**src/rtl/core/union_find_connectivity_core_defines.svh**
```systemverilog
// ---------------------------------------------------------------------------
// Union-find connectivity core: assertion macros
// Shared property wrappers, clocked on i_clk and held off during reset.
// ---------------------------------------------------------------------------
`ifndef UNION_FIND_CONNECTIVITY_CORE_DEFINES_SVH
`define UNION_FIND_CONNECTIVITY_CORE_DEFINES_SVH

// same-cycle implication
`define UFC_ASSERT_IMPL(name, ante, cons, msg) \
    name: assert property (@(posedge i_clk) disable iff (!i_rst_n) (ante) |-> (cons)) \
        else $error(msg);

// next-cycle implication
`define UFC_ASSERT_NEXT(name, ante, cons, msg) \
    name: assert property (@(posedge i_clk) disable iff (!i_rst_n) (ante) |=> (cons)) \
        else $error(msg);

`endif

```
**src/rtl/core/ufc_pkg.sv**
```systemverilog
// ---------------------------------------------------------------------------
// ufc_pkg
// Beat types, register codes and sequencer states of the union-find core.
// ---------------------------------------------------------------------------
package ufc_pkg;

    // mode register codes
    localparam logic [1:0] MODE_QFIND    = 2'd0;
    localparam logic [1:0] MODE_QUNION   = 2'd1;
    localparam logic [1:0] MODE_WEIGHTED = 2'd2;

    // register word index of the mode register
    localparam logic REG_MODE = 1'b0;

    localparam int unsigned ELEM_W  = 7;
    localparam int unsigned COUNT_W = 7;
    localparam int unsigned SIZE_W  = 8;

    localparam logic [COUNT_W-1:0] COUNT_MAX = '1;
    localparam logic [SIZE_W-1:0]  SIZE_MAX  = '1;
    localparam logic [SIZE_W-1:0]  SIZE_ONE  = 8'd1;

    typedef struct packed {
        logic [ELEM_W-1:0] first_element;
        logic [ELEM_W-1:0] second_element;
    } t_in_beat;

    typedef struct packed {
        logic               joined;
        logic [COUNT_W-1:0] unions_so_far;
    } t_out_beat;

    // write strobes towards the parent and size memories
    typedef struct packed {
        logic par_we;
        logic size_we;
    } t_store_ctl;

    typedef enum logic [3:0] {
        ST_CLEAR,
        ST_IDLE,
        ST_QF_A,
        ST_QF_B,
        ST_QF_SCAN,
        ST_WALK_A,
        ST_WALK_B,
        ST_SIZE_A,
        ST_SIZE_B,
        ST_DONE
    } t_state;

endpackage

```
**src/rtl/core/union_find_connectivity_core.sv**
```systemverilog
// ---------------------------------------------------------------------------
// union_find_connectivity_core
// Pairwise union-find: quick-find, quick-union or weighted quick-union.
// ---------------------------------------------------------------------------
// Operation: quick-find reads both labels and, if they differ, runs one
//   relabel sweep over all entries; quick-union and weighted walk both roots
//   (weighted then reads both tree sizes unless already joined); an out-of-range pair goes straight to the result.
// Throughput: one beat at a time; next beat taken once the result is queued.
// Reset: synchronous, active low; a clearing pass then
//   rewrites parent and size memories, input not ready meanwhile.
`include "union_find_connectivity_core_defines.svh"

module union_find_connectivity_core #(
    parameter int unsigned SET_COUNT = 128
) (
    input  logic               i_clk,
    input  logic               i_rst_n,
    // input channel
    input  logic               i_in_valid,
    output logic               o_in_ready,
    input  ufc_pkg::t_in_beat  i_in_data,
    // result channel
    output logic               o_out_valid,
    input  logic               i_out_ready,
    output ufc_pkg::t_out_beat o_out_data,
    // configuration port
    input  logic               psel,
    input  logic               penable,
    input  logic               pwrite,
    input  logic [2:0]         paddr,
    input  logic [31:0]        pwdata,
    output logic [31:0]        prdata,
    output logic               pready
);

    localparam int unsigned IDX_W = $clog2(SET_COUNT);
    localparam int unsigned HOP_W = $clog2(SET_COUNT + 1);
    localparam logic [IDX_W-1:0] IDX_LAST = IDX_W'(SET_COUNT - 1);
    localparam logic [HOP_W-1:0] HOP_LIM  = HOP_W'(SET_COUNT);

    ufc_pkg::t_state r_state, n_state;

    logic [1:0]                  r_mode;
    logic [IDX_W-1:0]            r_clr, n_clr;
    logic [IDX_W-1:0]            r_x, n_x;
    logic [HOP_W-1:0]            r_hops, n_hops;
    logic [IDX_W-1:0]            r_b, n_b;
    logic [IDX_W-1:0]            r_ra, n_ra;
    logic [IDX_W-1:0]            r_rb, n_rb;
    logic [IDX_W-1:0]            r_from, n_from;
    logic [IDX_W-1:0]            r_to, n_to;
    logic [HOP_W-1:0]            r_idx, n_idx;
    logic [ufc_pkg::SIZE_W-1:0]  r_sza, n_sza;
    logic                        r_merged, n_merged;
    logic [ufc_pkg::COUNT_W-1:0] r_count, n_count;
    logic                        r_out_vld, n_out_vld;
    ufc_pkg::t_out_beat          r_out, n_out;

    // memory ports
    ufc_pkg::t_store_ctl         c_ctl;
    logic [IDX_W-1:0]            c_par_waddr, c_par_wdata, c_par_raddr, w_par_rdata;
    logic [IDX_W-1:0]            c_size_waddr, c_size_raddr;
    logic [ufc_pkg::SIZE_W-1:0]  c_size_wdata, w_size_rdata;

    // shared datapath terms
    logic                        c_in_fire, c_out_free, c_in_range;
    logic [IDX_W-1:0]            c_a_idx, c_b_idx;
    logic                        c_is_root, c_walk_done;
    logic [HOP_W-1:0]            c_hops_inc, c_idx_dec;
    logic [IDX_W-1:0]            c_root;
    logic [ufc_pkg::SIZE_W:0]    c_sum;
    logic [ufc_pkg::SIZE_W-1:0]  c_sum_sat;
    logic                        c_scan_end;
    logic                        c_wr_cfg;

    ufc_store #(
        .SET_COUNT (SET_COUNT)
    ) u_store (
        .i_clk        (i_clk),
        .i_ctl        (c_ctl),
        .i_par_waddr  (c_par_waddr),
        .i_par_wdata  (c_par_wdata),
        .i_par_raddr  (c_par_raddr),
        .o_par_rdata  (w_par_rdata),
        .i_size_waddr (c_size_waddr),
        .i_size_wdata (c_size_wdata),
        .i_size_raddr (c_size_raddr),
        .o_size_rdata (w_size_rdata)
    );

    // configuration register
    assign c_wr_cfg = psel && penable && pwrite && (paddr[2] == ufc_pkg::REG_MODE);
    assign pready   = 1'b1;
    assign prdata   = (paddr[2] == ufc_pkg::REG_MODE) ? {30'd0, r_mode} : 32'd0;

    always_ff @(posedge i_clk) begin
        if (!i_rst_n) begin
            r_mode <= ufc_pkg::MODE_WEIGHTED;
        end else if (c_wr_cfg) begin
            r_mode <= pwdata[1:0];
        end
    end

    // handshake terms
    assign c_in_fire  = i_in_valid && o_in_ready;
    assign c_out_free = !r_out_vld || i_out_ready;
    assign c_in_range = (32'(i_in_data.first_element) < SET_COUNT)
                     && (32'(i_in_data.second_element) < SET_COUNT);
    assign c_a_idx    = IDX_W'(i_in_data.first_element);
    assign c_b_idx    = IDX_W'(i_in_data.second_element);

    // root walk step: one parent hop per cycle
    assign c_is_root   = (w_par_rdata == r_x);
    assign c_hops_inc  = r_hops + 1'b1;
    assign c_walk_done = c_is_root || (c_hops_inc == HOP_LIM);
    assign c_root      = c_is_root ? r_x : w_par_rdata;

    // relabel sweep bookkeeping
    assign c_idx_dec  = r_idx - 1'b1;
    assign c_scan_end = (r_idx == HOP_LIM);

    // size sum with saturation
    assign c_sum     = {1'b0, r_sza} + {1'b0, w_size_rdata};
    assign c_sum_sat = c_sum[ufc_pkg::SIZE_W] ? ufc_pkg::SIZE_MAX
                                               : c_sum[ufc_pkg::SIZE_W-1:0];

    // sequencer: next state
    always_comb begin
        n_state = r_state;
        unique case (r_state)
            ufc_pkg::ST_CLEAR: begin
                if (r_clr == IDX_LAST) begin
                    n_state = ufc_pkg::ST_IDLE;
                end
            end
            ufc_pkg::ST_IDLE: begin
                if (c_in_fire) begin
                    if (!c_in_range) begin
                        n_state = ufc_pkg::ST_DONE;
                    end else if (r_mode == ufc_pkg::MODE_QFIND) begin
                        n_state = ufc_pkg::ST_QF_A;
                    end else begin
                        n_state = ufc_pkg::ST_WALK_A;
                    end
                end
            end
            ufc_pkg::ST_QF_A: n_state = ufc_pkg::ST_QF_B;
            ufc_pkg::ST_QF_B: begin
                n_state = (r_from == w_par_rdata) ? ufc_pkg::ST_DONE : ufc_pkg::ST_QF_SCAN;
            end
            ufc_pkg::ST_QF_SCAN: begin
                if (c_scan_end) begin
                    n_state = ufc_pkg::ST_DONE;
                end
            end
            ufc_pkg::ST_WALK_A: begin
                if (c_walk_done) begin
                    n_state = ufc_pkg::ST_WALK_B;
                end
            end
            ufc_pkg::ST_WALK_B: begin
                if (c_walk_done) begin
                    if (c_root == r_ra || r_mode == ufc_pkg::MODE_QUNION) begin
                        n_state = ufc_pkg::ST_DONE;
                    end else begin
                        n_state = ufc_pkg::ST_SIZE_A;
                    end
                end
            end
            ufc_pkg::ST_SIZE_A: n_state = ufc_pkg::ST_SIZE_B;
            ufc_pkg::ST_SIZE_B: n_state = ufc_pkg::ST_DONE;
            ufc_pkg::ST_DONE: begin
                if (c_out_free) begin
                    n_state = ufc_pkg::ST_IDLE;
                end
            end
            default: n_state = ufc_pkg::ST_IDLE;
        endcase
    end

    // sequencer: outputs, memory ports and datapath updates
    always_comb begin
        o_in_ready   = 1'b0;
        c_ctl        = '0;
        c_par_waddr  = r_ra;
        c_par_wdata  = r_rb;
        c_par_raddr  = r_x;
        c_size_waddr = r_rb;
        c_size_wdata = c_sum_sat;
        c_size_raddr = r_ra;
        n_clr        = r_clr;
        n_x          = r_x;
        n_hops       = r_hops;
        n_b          = r_b;
        n_ra         = r_ra;
        n_rb         = r_rb;
        n_from       = r_from;
        n_to         = r_to;
        n_idx        = r_idx;
        n_sza        = r_sza;
        n_merged     = r_merged;
        n_count      = r_count;
        n_out_vld    = r_out_vld && !i_out_ready;
        n_out        = r_out;
        unique case (r_state)
            ufc_pkg::ST_CLEAR: begin
                // every element its own root, size one
                c_ctl.par_we  = 1'b1;
                c_ctl.size_we = 1'b1;
                c_par_waddr   = r_clr;
                c_par_wdata   = r_clr;
                c_size_waddr  = r_clr;
                c_size_wdata  = ufc_pkg::SIZE_ONE;
                n_clr         = r_clr + 1'b1;
            end
            ufc_pkg::ST_IDLE: begin
                o_in_ready  = 1'b1;
                c_par_raddr = c_a_idx;
                n_x         = c_a_idx;
                n_b         = c_b_idx;
                n_hops      = '0;
                n_merged    = 1'b0;
            end
            ufc_pkg::ST_QF_A: begin
                n_from      = w_par_rdata;
                c_par_raddr = r_b;
            end
            ufc_pkg::ST_QF_B: begin
                n_to     = w_par_rdata;
                n_idx    = '0;
                n_merged = (r_from != w_par_rdata);
            end
            ufc_pkg::ST_QF_SCAN: begin
                // read entry idx, relabel entry idx-1 from last cycle's read
                c_par_raddr = r_idx[IDX_W-1:0];
                c_par_waddr = c_idx_dec[IDX_W-1:0];
                c_par_wdata = r_to;
                if (r_idx != '0 && w_par_rdata == r_from) begin
                    c_ctl.par_we = 1'b1;
                end
                n_idx = r_idx + 1'b1;
            end
            ufc_pkg::ST_WALK_A: begin
                if (c_walk_done) begin
                    n_ra        = c_root;
                    c_par_raddr = r_b;
                    n_x         = r_b;
                    n_hops      = '0;
                end else begin
                    c_par_raddr = w_par_rdata;
                    n_x         = w_par_rdata;
                    n_hops      = c_hops_inc;
                end
            end
            ufc_pkg::ST_WALK_B: begin
                if (c_walk_done) begin
                    n_rb         = c_root;
                    c_size_raddr = r_ra;
                    if (c_root != r_ra) begin
                        n_merged = 1'b1;
                        if (r_mode == ufc_pkg::MODE_QUNION) begin
                            c_ctl.par_we = 1'b1;
                            c_par_waddr  = r_ra;
                            c_par_wdata  = c_root;
                        end
                    end
                end else begin
                    c_par_raddr = w_par_rdata;
                    n_x         = w_par_rdata;
                    n_hops      = c_hops_inc;
                end
            end
            ufc_pkg::ST_SIZE_A: begin
                n_sza        = w_size_rdata;
                c_size_raddr = r_rb;
            end
            ufc_pkg::ST_SIZE_B: begin
                // smaller tree under larger, first under second on a tie
                c_ctl.par_we  = 1'b1;
                c_ctl.size_we = 1'b1;
                if (r_sza <= w_size_rdata) begin
                    c_par_waddr  = r_ra;
                    c_par_wdata  = r_rb;
                    c_size_waddr = r_rb;
                end else begin
                    c_par_waddr  = r_rb;
                    c_par_wdata  = r_ra;
                    c_size_waddr = r_ra;
                end
            end
            ufc_pkg::ST_DONE: begin
                if (c_out_free) begin
                    if (r_merged && r_count != ufc_pkg::COUNT_MAX) begin
                        n_count = r_count + 1'b1;
                    end
                    n_out_vld           = 1'b1;
                    n_out.joined        = r_merged;
                    n_out.unions_so_far = (r_merged && r_count != ufc_pkg::COUNT_MAX)
                                        ? r_count + 1'b1 : r_count;
                end
            end
            default: begin
                n_clr = r_clr;
            end
        endcase
    end

    // control registers
    always_ff @(posedge i_clk) begin
        if (!i_rst_n) begin
            r_state   <= ufc_pkg::ST_CLEAR;
            r_clr     <= '0;
            r_count   <= '0;
            r_out_vld <= 1'b0;
        end else begin
            r_state   <= n_state;
            r_clr     <= n_clr;
            r_count   <= n_count;
            r_out_vld <= n_out_vld;
        end
    end

    // datapath registers
    always_ff @(posedge i_clk) begin
        r_x      <= n_x;
        r_hops   <= n_hops;
        r_b      <= n_b;
        r_ra     <= n_ra;
        r_rb     <= n_rb;
        r_from   <= n_from;
        r_to     <= n_to;
        r_idx    <= n_idx;
        r_sza    <= n_sza;
        r_merged <= n_merged;
        r_out    <= n_out;
    end

    assign o_out_valid = r_out_vld;
    assign o_out_data  = r_out;

    // checks
    `UFC_ASSERT_NEXT(a_count_step, 1'b1, (r_count == $past(r_count)) || (r_count == $past(r_count) + 7'd1), "merge count moved by more than one")
    `UFC_ASSERT_IMPL(a_join_counted, o_out_valid && o_out_data.joined, o_out_data.unions_so_far != '0, "joined beat with zero count")
    `UFC_ASSERT_NEXT(a_accept_busy, i_in_valid && o_in_ready, r_state != ufc_pkg::ST_IDLE, "sequencer stayed idle after accepting a beat")
    `UFC_ASSERT_IMPL(a_no_accept_clear, r_state == ufc_pkg::ST_CLEAR, !o_in_ready && !r_out_vld, "beat activity during clearing pass")

endmodule

```
**src/rtl/core/ufc_store.sv**
```systemverilog
// ---------------------------------------------------------------------------
// ufc_store
// Parent and size memories: one write and one registered read port each.
// ---------------------------------------------------------------------------
module ufc_store #(
    parameter int unsigned SET_COUNT = 128
) (
    input  logic                       i_clk,
    input  ufc_pkg::t_store_ctl        i_ctl,
    input  logic [$clog2(SET_COUNT)-1:0] i_par_waddr,
    input  logic [$clog2(SET_COUNT)-1:0] i_par_wdata,
    input  logic [$clog2(SET_COUNT)-1:0] i_par_raddr,
    output logic [$clog2(SET_COUNT)-1:0] o_par_rdata,
    input  logic [$clog2(SET_COUNT)-1:0] i_size_waddr,
    input  logic [ufc_pkg::SIZE_W-1:0]   i_size_wdata,
    input  logic [$clog2(SET_COUNT)-1:0] i_size_raddr,
    output logic [ufc_pkg::SIZE_W-1:0]   o_size_rdata
);

    localparam int unsigned IDX_W = $clog2(SET_COUNT);

    logic [IDX_W-1:0]          r_par_mem  [SET_COUNT];
    logic [ufc_pkg::SIZE_W-1:0] r_size_mem [SET_COUNT];
    logic [IDX_W-1:0]          r_par_q;
    logic [ufc_pkg::SIZE_W-1:0] r_size_q;

    // parent links
    always_ff @(posedge i_clk) begin
        if (i_ctl.par_we) begin
            r_par_mem[i_par_waddr] <= i_par_wdata;
        end
        r_par_q <= r_par_mem[i_par_raddr];
    end

    // tree sizes
    always_ff @(posedge i_clk) begin
        if (i_ctl.size_we) begin
            r_size_mem[i_size_waddr] <= i_size_wdata;
        end
        r_size_q <= r_size_mem[i_size_raddr];
    end

    assign o_par_rdata  = r_par_q;
    assign o_size_rdata = r_size_q;

endmodule

```
**config.mk**
```make
export PLATFORM = sky130hd
export DESIGN_NAME = union_find_connectivity_core
export DESIGN_NICKNAME = d
export VERILOG_FILES = /design/src/rtl/core/ufc_pkg.sv /design/src/rtl/core/union_find_connectivity_core.sv /design/src/rtl/core/ufc_store.sv
export VERILOG_INCLUDE_DIRS = /design/src /design/src/rtl/core
export SDC_FILE = /design/constraint.sdc
export NUM_CORES = 2
export LEC_CHECK = 0
export BUFFER_PORTS_ARGS = -buffer_cell sky130_fd_sc_hd__buf_2
export CORE_AREA = 2 2 341 411
export DETAILED_ROUTE_END_ITERATION = 6
export DIE_AREA = 0 0 343 413
export PLACE_DENSITY_LB_ADDON = 0.1
export RECOVER_POWER = 50
export REMOVE_ABC_BUFFERS = 1
export SLEW_MARGIN = 20
export SYNTH_ARGS = -nofsm -noshare
export SYNTH_HDL_FRONTEND = slang
export SYNTH_SLANG_ARGS = --single-unit
```
**constraint.sdc**
```tcl
create_clock -name i_clk -period 8.25 [get_ports i_clk]
set_input_delay 1.2375 -clock i_clk [delete_from_list [all_inputs] [get_ports i_clk]]
set_output_delay 1.2375 -clock i_clk [all_outputs]
set_load 0.05 [all_outputs]
```
== Word-level counts from Yosys, hierarchy flattened ==
Memories as Yosys holds them, arrays and structs flattened. A register that Yosys moved wholly into a read port is not among the register bits.
Index checks and enable logic that the tools add are counted.
Storage, ports and cells
  bits in registers: 96
  bits in writable memories: 1920
  logic and storage cells: 128
  memories kept: 2
Operators by class
  $add $sub $neg: 6
  order comparisons: 1
  equality and inequality tests: 28
  mux-type cells: 48
  bitwise logic cells: 1
  reductions and logical operators: 25
Memories
  u_store.r_size_mem: words 128, bits a word 8, rd ports 1, clocked after memory_dff 1, write ports 1, RTL line ufc_store.sv:23  | logic [ufc_pkg::SIZE_W-1:0] r_size_mem [SET_COUNT];
  u_store.r_par_mem: words 128, bits a word 7, rd ports 1, clocked after memory_dff 1, write ports 1, RTL line ufc_store.sv:22  | logic [IDX_W-1:0] r_par_mem [SET_COUNT];
Operators by type and width (number)
  $mux 7: 10
  $pmux 7 s3: 2
  $pmux 4 s10: 1
  $pmux 7 s5: 1
  $mux 4: 8
  $mux 8: 4
  $eq 7x7->1: 4
  $pmux 7 s4: 1
  $pmux 8 s3: 1
  $add 8x1->8 const B: 2
  $eq 4x3->1 const B: 4
  $eq 8x8->1 const B: 2
  $ne 2x2->1 const B: 8
  $pmux 8 s2: 1
  $add 7x1->7 const B: 2
  $mux 1: 14
  $ne 7x7->1: 2
  $pmux 7 s2: 1
  $add 8x8->9: 1
  $eq 4x2->1 const B: 2
  $eq 4x4->1 const B: 2
  $le 8x8->1: 1
  $reduce_and 2->1: 4
  $reduce_bool 8->1: 1
  19 further kinds: 30

== Depth between registers and ports, before layout ==
  depth in word-level cells: 8
  depth in mapped cells: 18

== Hierarchy ==
From an unflattened synthesis, not the netlist that was laid out.
Unflattened totals
  cell total of the unflattened synthesis: 3802
  area total of the unflattened synthesis: 81192.9 um2
By module, submodules not included
  ufc_store: times used 1, cells each 3082, area each 74406.4 um2, seq. area each 57955.6 um2
  union_find_connectivity_core: times used 1, cells each 720, area each 6786.5 um2, seq. area each 2672.6 um2

== Worst setup path after synthesis ==
Ideal clock, no wire load.
  path type: flip-flop to flip-flop
  from: reg r_sza[1] in the netlist's numbering
  to: mem u_store.r_par_mem[0][2] in the netlist's numbering, data pin
  library setup time: 0.921 ns
  arrival time: 5.785 ns
  required time: 7.329 ns
  setup slack: 1.544 ns
  stages on the path, launching flop included: 12
  period minus slack after synthesis: 6.706 ns
  path through: edfxtp_1 ha_1 nor2b_1 o21ai_0 a21oi_1 o21a_1 o21bai_1 a22o_1 buf_2 buf_1 mux2i_1 o221ai_1
Between the ends
  longest elaborated chain between the ends: 3
RTL lines
  start: declaration: RTL line union_find_connectivity_core.sv:53  | logic [ufc_pkg::SIZE_W-1:0] r_sza, n_sza;
  start signal: assignment: RTL line union_find_connectivity_core.sv:333  | r_sza <= n_sza;
  $le 8x8->1: RTL line union_find_connectivity_core.sv:281  | if (r_sza <= w_size_rdata) begin
  $mux 7: RTL line union_find_connectivity_core.sv:281
  $pmux 7 s4: RTL line union_find_connectivity_core.sv:205  | unique case (r_state)
  via c_par_wdata[2]: RTL line union_find_connectivity_core.sv:61  | logic [IDX_W-1:0] c_par_waddr, c_par_wdata, c_par_raddr, w_par_rdata;
  end: declaration: RTL line ufc_store.sv:22
The timed path passes the listed nets, and every way through them passes these cells.

== Final worst setup path ==
  from: reg r_state[1]
  to: mem u_store.r_size_mem[124][7] in the netlist's numbering, data pin
Between the ends
  longest elaborated chain between the ends: 2
RTL lines
  start: declaration: RTL line union_find_connectivity_core.sv:41  | ufc_pkg::t_state r_state, n_state;
  start signal: assignment: RTL line union_find_connectivity_core.sv:311  | r_state <= ufc_pkg::ST_CLEAR;
  start signal: assignment: RTL line union_find_connectivity_core.sv:316  | r_state <= n_state;
  $logic_not 4->1: RTL line union_find_connectivity_core.sv:205
  $mux 8: RTL line union_find_connectivity_core.sv:205
  via c_size_wdata (one bit): RTL line union_find_connectivity_core.sv:63  | logic [ufc_pkg::SIZE_W-1:0] c_size_wdata, w_size_rdata;
  end: declaration: RTL line ufc_store.sv:23
The timed path passes the listed nets, and every way through them passes these cells.

==> impl_metrics.yaml <==
timing:
  period_needed_ns: 6.22
  final_max_slew_viol_count: 1018
  fmax_ghz: 0.161
  max-slew-margin-rel_pct: -168
  setup-violations-final: 0
  rsz0062_at_grt: "no"
  post-route-worst-setup-slack_ns: 2.03
  final.setup.tns_ns: 0
  tightest_slew_ns: 4.02
  timing_hold_violations_final: 0
  skew_ns: 0.0327
  layout_worst_path_cycle_share_pct: 75.3
die:
  start_util_pct: 59.5
  die_w_um: 343
  chipHeight_um: 413
  core_um2: 138000
  dieArea_um2: 142000
  placementRows: 150
  top_level_ports: 99
synth:
  synth_top_family_by_area: "multiplexers"
  postSynthCellCount: 5148
  netlist_top_cells_area: "sky130_fd_sc_hd__edfxtp_1, sky130_fd_sc_hd__mux4_2, sky130_fd_sc_hd__nand2_1"
  post_synth_fa_ha_maj_area_fraction_pct: 0.344
  flip_flop_cell_with_the_highest_count_after_synthesis: "sky130_fd_sc_hd__edfxtp_1"
  synth-edff-count: 1995
  yosysUniqueCellTypes: 88
  synth_compound_gate_area_share_pct: 5.35
  synth-async-reset-ratio_pct: 0
  synthMuxAreaShare_pct: 8.94
  ys_seq_elements: 2031
  yosys.area.top_type: "sky130_fd_sc_hd__edfxtp_1"
  yosys.area_share.xor_xnor_pct: 0.639
  synthDominantCellAreaShare_pct: 72.9
  synth_simple_gate_area_share_pct: 8.62
  ys_seq_area_share_pct: 73.7
  synth_area_per_cell_um2: 16.0
  synth.yosys.warnings: 0
  syn-cell-area_um2: 82200
route:
  wirelength_mm: 192
  drt_pre_antenna_iters: 7
  dr.first_iter.drc_count: 4820
  postRouteAntennaNets: 0
  post_drt_wl_per_cell_um: 26.9
  ratio_of_routed_vias_to_standard_cells: 6.28
  vias_after_detailed_routing: 44800
  detail_route.drc_violations: 0
placed_design:
  dpl_worst_slack_ns: 2.96
  portBuffers: 35
  global_placement_routability_congestion: 0.857
  dp_hpwl_mm: 112
  placed_cell_area_um2: 84100
global_route:
  global_route.usage.total_pct: 27.4
  grt_antenna_before_repair: 0
  grt_pass1_vias: 44400
  grt_start_max_net_pins: 146
  grt-ovfl-total: 0
  first_pass_grt_wire_length_mm: 285
cts:
  total_cts_buffers: 188
  clock_sinks: 2031
  cts_resized: 0
  cts_setup_buffers: 0
  cts_root_buffer: "sky130_fd_sc_hd__clkbuf_16"
  ctsHoldBuffers: 0
  clock_tree.buffer_depth: 3
  clock_latency_ns: 0.83
  cts_tree: "done"
  clock_tree.htree_level_count: 4
  clk_pin_slew_ns: 0.07
layout:
  finish.instance_area_um2: 89700
  final_core_util_pct: 65.0
  multi_input_logic_area_um2: 19900
  layout-drive-gt1-share_pct: 12.6
  insertedDiodeCount: 0
  layout-area-overhead-vs-synth_pct: 9.13
  layout.area.seq_um2: 60600
  fillerInstances: 9781
  finalNetCount: 5242
critical_path:
  end_kind: "flip-flop"
  delay_of_the_slowest_cell_on_the_worst_path_ns: 2.16
  critPathArrivalTime_ns: 6.40
  setup.worst_path.start_class: "flip-flop"
  setup.worst_path.class: "reg2reg"
  crit_family: "buffers and inverters"
  worst-path-max-fanout: 64
  crit_path_cell_trace: "nor2_1 > nand2_1 > nor2_2 > clkbuf_1 > a21oi_1 > clkbuf_1"
  worstPathRequired_ns: 8.44
  critical_path.n_buffers_inverters: 2
  cell_seen_most_often_among_critical_path_stages: "sky130_fd_sc_hd__clkbuf_1"
  slowest_cell_on_crit_path: "sky130_fd_sc_hd__clkbuf_1"
power:
  post-layout-total-power_mw: 30.2
  powerDensity_nw_per_um2: 336
  peakVddDrop_mv: 0.569
  power_leakage_nw: 29.1
run:
  count_of_maximum_capacitance_violations: 23
run_status:
  outcome: "finished with violations"
  failed_checks: "capacitance limit, slew limit"
hold_path:
  hold_path.class: "reg2reg"
==> per-stage QoR <==
stage          hold WS, ns  std cells
2_1_floorplan        0.434       4840
3_3_place_gp         0.460       6796
3_5_place_dp         0.470       6796
4_1_cts              0.457       7136
5_1_grt              0.485       7138
6_report             0.453       7138
==> synthesized netlist by cell type, drive strengths merged (10+ instances only) <==
library cell,number
edfxtp,1995
nand2,861
nor2,330
mux4,256
buf,216
nand3,207
mux2i,149
a21oi,126
clkbuf,121
a31oi,107
a211oi,96
a32oi,92
and2,84
a311oi,36
dfxtp,36
nor3,33
xnor2,31
o21ai,29
xor2,29
and3,27
inv,27
o211ai,23
ha,21
nand4,19
a21o,15
nor2b,15
nor4,13
or3,12
a221oi,11
nand2b,11
o22ai,10
==> flip-flops by register name (all words and copies together) (netlist names) <==
signal                cells
r_merged                  1
u_store.r_par_mem       896
r_b                       7
u_store.o_par_rdata       7
r_mode                    2
r_state                   4
r_idx                     8
o_out_valid               1
r_to                      7
r_clr                     7
u_store.r_size_mem     1024
r_from                    7
r_x                       7
r_rb                      7
u_store.o_size_rdata      8
o_out_data                8
r_count                   7
r_hops                    8
r_sza                     8
r_ra                      7
==> layout make-up <==
class	instances	area share, %
clock inverter	112	0.969
timing repair buffer	134	1.10
tap	1824	2.54
inverter	27	0.113
multi-input combinational	2782	22.2
clock buffer	228	5.50
sequential	2031	67.6
==> placed cells by master (no fill, tap or decap), types with 9 or more instances in the layout <==
cell	count
sky130_fd_sc_hd__a211oi_1	95
sky130_fd_sc_hd__nand3_1	206
sky130_fd_sc_hd__buf_4	59
sky130_fd_sc_hd__nor2_1	324
sky130_fd_sc_hd__edfxtp_1	1995
sky130_fd_sc_hd__nand2_1	859
sky130_fd_sc_hd__buf_2	22
sky130_fd_sc_hd__mux4_2	256
sky130_fd_sc_hd__a311oi_1	35
sky130_fd_sc_hd__and3_1	27
sky130_fd_sc_hd__nor4_1	11
sky130_fd_sc_hd__dfxtp_1	36
sky130_fd_sc_hd__and2_0	9
sky130_fd_sc_hd__a31oi_1	107
sky130_fd_sc_hd__a21o_1	15
sky130_fd_sc_hd__o21ai_0	26
sky130_fd_sc_hd__xor2_1	29
sky130_fd_sc_hd__nand4_1	19
sky130_fd_sc_hd__clkbuf_16	190
sky130_fd_sc_hd__conb_1	31
sky130_fd_sc_hd__nor3_1	25
sky130_fd_sc_hd__buf_12	11
sky130_fd_sc_hd__inv_1	27
sky130_fd_sc_hd__o211ai_1	23
sky130_fd_sc_hd__a21oi_1	121
sky130_fd_sc_hd__xnor2_1	31
sky130_fd_sc_hd__bufinv_16	9
sky130_fd_sc_hd__ha_1	21
sky130_fd_sc_hd__clkinv_2	40
sky130_fd_sc_hd__mux2i_1	143
sky130_fd_sc_hd__nor2b_1	15
sky130_fd_sc_hd__or3_1	12
sky130_fd_sc_hd__clkinv_1	42
sky130_fd_sc_hd__and2_1	75
sky130_fd_sc_hd__o22ai_1	10
sky130_fd_sc_hd__a32oi_1	92
sky130_fd_sc_hd__clkbuf_1	73
sky130_fd_sc_hd__a221oi_1	10
==> cell families after synthesis <==
| group | count (synthesis) |
|---|---|
| fa+ha+maj | 22 |
| mux | 413 |
| compound gates | 618 |
| simple gates | 1638 |
| other cells | 2 |
| xor+xnor | 60 |
| buf+inv | 364 |
| flops | 2031 |
==> metal layers <==
metal  track usage, %  wire (um)
met1             36.2      74700
met2             45.5      96800
met3             3.73      11600
met4             12.9       9250
met5                0          0
==> worst reg2reg max path, cell delays in order (launching register included) <==
cell,delay [ns]
sky130_fd_sc_hd__dfxtp_1,0.72
sky130_fd_sc_hd__nor2_1,0.23
sky130_fd_sc_hd__nand2_1,0.41
sky130_fd_sc_hd__nor2_2,0.04
sky130_fd_sc_hd__clkbuf_1,0.52
sky130_fd_sc_hd__a21oi_1,1.43
sky130_fd_sc_hd__clkbuf_1,2.16
==> final timing paths <==
check                          startpoint                          to  slack, ns  cells past startpoint
setup / recovery               r_state[1]  u_store.r_size_mem[124][7]       2.03                      6
hold / removal    u_store.o_size_rdata[2]                    r_sza[2]       0.45                      0
setup reg to reg               r_state[1]  u_store.r_size_mem[124][7]       2.03                      6
hold reg to reg   u_store.o_size_rdata[2]                    r_sza[2]       0.45                      0
==> where the power goes <==
| group | total, mW | switching, mW | internal [mW] |
|---|---|---|---|
| logic | 8.51 | 6.50 | 2.02 |
| clock network | 8.26 | 3.71 | 4.54 |
| registers | 13.4 | 0.189 | 13.2 |
| total | 30.2 | 10.4 | 19.8 |
(Power assumes the default switching activity.)
